`config.mk`:
```
export PLATFORM = sky130hd
export DESIGN_NAME = msp_dist_pipe
export DESIGN_NICKNAME = d
export VERILOG_FILES = /design/src/rtl/core/msp_pkg.sv /design/src/rtl/core/msp_dist_pipe.sv
export SDC_FILE = /design/constraint.sdc
export NUM_CORES = 1
export LEC_CHECK = 0
export ABC_CLOCK_PERIOD_IN_PS = 11550
export BUFFER_PORTS_ARGS = -buffer_cell sky130_fd_sc_hd__buf_4
export CAP_MARGIN = 10
export CORE_UTILIZATION = 45
export CTS_BUF_LIST = sky130_fd_sc_hd__clkbuf_4 sky130_fd_sc_hd__clkbuf_8
export CTS_CLUSTER_DIAMETER = 80
export DETAILED_ROUTE_END_ITERATION = 8
export MAX_ROUTING_LAYER = met4
export PLACE_DENSITY_LB_ADDON = 0.2
export SYNTH_ARGS = -nofsm -noshare
export SYNTH_HDL_FRONTEND = slang
export SYNTH_SLANG_ARGS = --single-unit
```
`constraint.sdc`:
```
create_clock -name aclk -period 11.55 [get_ports aclk]
set_clock_uncertainty 0.15 [all_clocks]
set_input_delay 1.155 -clock aclk [delete_from_list [all_inputs] [get_ports aclk]]
set_output_delay 1.155 -clock aclk [all_outputs]
set_load 0.03 [all_outputs]
```
`src/rtl/core/msp_pkg.sv`:
```
// Shared constants, status codes and handshake structs for the minimum-spacing
// point admitter. No dependencies; used by every file in rtl/core.
package msp_pkg;

    localparam int MAX_POINTS = 1024;
    localparam int COORD_BITS = 15;
    localparam int IDX_BITS   = $clog2(MAX_POINTS);
    localparam int CNT_BITS   = $clog2(MAX_POINTS + 1);
    localparam int ID_BITS    = 10;
    localparam int RAD_BITS   = 8;
    localparam int R2_BITS    = 2 * RAD_BITS;
    localparam int SQ_BITS    = 2 * COORD_BITS;
    localparam int SUM_BITS   = SQ_BITS + 1;
    localparam int STAT_BITS  = 3;

    localparam logic [RAD_BITS-1:0] RADIUS_RESET = RAD_BITS'(5);

    typedef enum logic [STAT_BITS-1:0] {
        ST_ACCEPTED  = 3'd0,
        ST_SAME_X    = 3'd1,
        ST_SAME_Y    = 3'd2,
        ST_TOO_CLOSE = 3'd3,
        ST_FULL      = 3'd4
    } status_t;

    typedef struct packed {
        logic                valid;
        logic [IDX_BITS-1:0] idx;
    } probe_t;

    typedef struct packed {
        logic                valid;
        logic                hit;
        status_t             status;
        logic [IDX_BITS-1:0] idx;
    } verdict_t;

endpackage

```
`src/rtl/core/msp_dist_pipe.sv`:
```
// Two-stage distance check of the candidate against one stored point per cycle.
// Depends on msp_pkg for widths, status codes and the probe/verdict structs.
module msp_dist_pipe (
    input  logic                              aclk,
    input  logic                              aresetn,
    input  logic                              flush,
    input  msp_pkg::probe_t                   probe,
    input  logic [msp_pkg::COORD_BITS-1:0]    pt_x,
    input  logic [msp_pkg::COORD_BITS-1:0]    pt_y,
    input  logic [msp_pkg::COORD_BITS-1:0]    cand_x,
    input  logic [msp_pkg::COORD_BITS-1:0]    cand_y,
    input  logic [msp_pkg::R2_BITS-1:0]       r2,
    output logic                              busy,
    output msp_pkg::verdict_t                 verdict
);

    logic [msp_pkg::COORD_BITS-1:0] dx;
    logic [msp_pkg::COORD_BITS-1:0] dy;
    logic                           s1_valid_reg;
    logic [msp_pkg::IDX_BITS-1:0]   s1_idx_reg;
    logic                           s1_eq_x_reg;
    logic                           s1_eq_y_reg;
    logic [msp_pkg::SQ_BITS-1:0]    s1_sq_x_reg;
    logic [msp_pkg::SQ_BITS-1:0]    s1_sq_y_reg;
    logic [msp_pkg::SUM_BITS-1:0]   sum;
    logic                           close;
    msp_pkg::status_t               status_next;
    msp_pkg::verdict_t              verdict_reg;

    assign dx = (cand_x >= pt_x) ? (cand_x - pt_x) : (pt_x - cand_x);
    assign dy = (cand_y >= pt_y) ? (cand_y - pt_y) : (pt_y - cand_y);

    always_ff @(posedge aclk) begin
        if (!aresetn) begin
            s1_valid_reg <= 1'b0;
        end else begin
            s1_valid_reg <= probe.valid && !flush;
        end
        s1_idx_reg  <= probe.idx;
        s1_eq_x_reg <= (cand_x == pt_x);
        s1_eq_y_reg <= (cand_y == pt_y);
        s1_sq_x_reg <= msp_pkg::SQ_BITS'(dx) * msp_pkg::SQ_BITS'(dx);
        s1_sq_y_reg <= msp_pkg::SQ_BITS'(dy) * msp_pkg::SQ_BITS'(dy);
    end

    assign sum   = {1'b0, s1_sq_x_reg} + {1'b0, s1_sq_y_reg};
    assign close = (sum <= msp_pkg::SUM_BITS'(r2));

    always_comb begin
        priority if (s1_eq_x_reg) begin
            status_next = msp_pkg::ST_SAME_X;
        end else if (close) begin
            status_next = msp_pkg::ST_TOO_CLOSE;
        end else if (s1_eq_y_reg) begin
            status_next = msp_pkg::ST_SAME_Y;
        end else begin
            status_next = msp_pkg::ST_ACCEPTED;
        end
    end

    always_ff @(posedge aclk) begin
        if (!aresetn) begin
            verdict_reg.valid <= 1'b0;
        end else begin
            verdict_reg.valid <= s1_valid_reg && !flush;
        end
        verdict_reg.hit    <= (status_next != msp_pkg::ST_ACCEPTED);
        verdict_reg.status <= status_next;
        verdict_reg.idx    <= s1_idx_reg;
    end

    assign verdict = verdict_reg;
    assign busy    = s1_valid_reg || verdict_reg.valid;

endmodule

```
==> reports/summary.txt <==
die extent in x = 207 um
pin count of the biggest net entering global routing = 19
Initial Util = 0.461
top cells by area, synth = fa_1 29%, ha_1 19%, inv_1 9.2%
post-cts resize count = 0
Hold Vio Cnt, Final = 0
met2 Track Usage GR = 0.351
layout cells sized above 1 = 0.0896
Area Overhead vs Synth = 8.54%
Die H = 207 um
Worst path max stage delay = 550 ps
Slew Viols, Final = 0
vias in the first global route = 15400
Mapped Area = 0.0190 mm^2
Worst Hold Path EP = verdict[8]
Net Count, Synth = 2837
GRT Total Usage = 0.221
antenna-violating nets left = 0
buffer count from post-CTS setup fixing = 0
Multi-input gate area = 0.0152 mm^2
Post-Synthesis Cells = 2185
R2R Path Start = s1_sq_x_reg[3]
row count = 74
Reg2Reg Setup Slack = 6880 ps
clock buffer count from CTS = 9
H-tree Lvls = 3
min Tclk post-route = 10570 ps
DR vias/cell = 5.31
grt met1 use = 0.304
yosys warns = 0
Core Region = 0.0412 mm^2
critical path arrival = 10700 ps
Buffers on Ports = 104
Synth Flop Type = dfxtp_1
first-pass GRT wire length = 75.3 mm
vias = 15000
initial antenna violation count = 0
Sink Count = 85
CTS Hold Bufs = 0
CP Max Fanout = 11
Tcrit/Tclk final = 0.915
Seq. cell area = 0.00170 mm^2
die area = 0.0430 mm^2
Max Cap Viol = 0
worst path required time = 11680 ps
Crit-path slowest cell = ha_1
Clock Latency Late Sink = 380 ps
Avg Cell Area, Syn = 8.69 um^2
EDFF count, synth = 0
element type at the critical path start = input port
Final Net Count = 2935
Hold Crit Class = flip-flop to flip-flop
DP Wirelength = 38.7 mm
share of synthesized registers carrying an async set or reset = 0
Achievable Freq = 94.6 MHz
# setup viols final = 0
register area share after synthesis = 0.0896
DR DRC count = 1
RSZ-0062 raised after global routing = false
Pre-Repair DR Iteration Count = 9
reg-to-reg critical path endpoint = verdict[10]
drt wl/cell = 15.7 um
endpoint type of the worst setup path = flip-flop
met3 Use GR = 0.0390
Distinct cells, synth = 91
Max clock buf depth = 2
WL final = 44.3 mm
hold wc startpoint = s1_idx_reg[8]
global route hottest layer = met2
GPL Wtd Cong = 0.924
failing checks = design-rule violations
commonest cells after routing, fill and taps aside = 465 x inv_1, 288 x ha_1, 274 x fa_1
R2R depth = 16
total gr overflow = 0
Clock Pin Slew Worst Setup and Hold Paths = 100 ps
FILL cells = 3970
cell taking the most area after synthesis = fa_1
CTS tree = built
top-area cell type share of the netlist area = 0.289
DRT iter0 DRCs = 851
Setup TNS = 0 ps
hold path depth = 0
CTS Root Cell = clkbuf_8
status = finished with violations
I/O pin cnt = 106
Synth Register Bits = 85
most common cell after layout, fill and taps aside = inv_1
ant diodes = 0
Least-Margin Pin Slew = 742 ps
Rel. slew slack = 0.505
critical path class = input port to flip-flop
## per-stage QoR
stage | instance area [um^2] | setup slack (ps) | utilization | cells | hold slack [ps]
floorplan | 19000 | 2110 | - | 2185 | 160
global placement | 20400 | 869 | 0.495 | 2804 | 161
detailed placement | 20400 | 616 | 0.495 | 2804 | 163
CTS | 20600 | 1060 | 0.500 | 2820 | 178
global route | 20600 | 295 | 0.500 | 2820 | 196
finish | 20600 | 981 | 0.500 | 2820 | 182
## cells by family after synthesis
family                     synth area share
adders and majority gates             0.479
buffers and inverters                 0.108
and+or+nand+nor                       0.118
AOI/OAI and AO/OA                     0.137
xor gates and xnor gates             0.0571
DFF                                  0.0896
muxes                                0.0115
other                              0.000198
## worst max path at each step
| stage | end | slack, ps | startpoint |
|---|---|---|---|
| detailed placement | s1_sq_y_reg[29] | 620 | pt_y[11] |
| finish | s1_sq_y_reg[29] | 980 | pt_y[11] |
| CTS | s1_sq_y_reg[29] | 1060 | pt_y[11] |
| floorplan | s1_sq_x_reg[29] | 2110 | pt_x[8] |
| global placement | s1_sq_y_reg[29] | 870 | pt_y[11] |
| global route | s1_sq_y_reg[29] | 300 | pt_y[11] |
## layer usage
| layer | vias up | part of all wire |
|---|---|---|
| li1 | 7223 | - |
| met1 | 7328 | 0.48 |
| met2 | 395 | 0.45 |
| met3 | 22 | 0.064 |
| met4 | 0 | 0.0050 |
| met5 | - | 0 |
## worst max-delay path, delay by kind of cell
family | cells | cell delay (ps)
AO/OA/AOI/OAI | 12 | 3640
AND/OR/NAND/NOR | 5 | 1110
XOR/XNOR | 2 | 620
multiplexers | 1 | 170
adder cells (fa/ha/maj) | 8 | 3660
buffers and inverters | 6 | 330
## final cells by class
type,count,area share
clock inverters,7,0.00358
well taps,532,0.0323
clock buffers,9,0.00601
repair buffers,135,0.0492
inverters,477,0.0870
flip-flops and latches,85,0.0826
multi-input cells,1575,0.739
## cell usage after synthesis (all sizes together) (33+ instances only)
master and number:
inv 475, a21oi 115, xnor2 74, ha 288, o21ai 60, nand3 33
xor2 42, dfxtp 85, nor2 160, a21o 50, nand2 176, fa 274
Power is left out: the tool's default activity adds up to more than one toggle a clock period on the data nets, which glitch-free logic cannot reach.
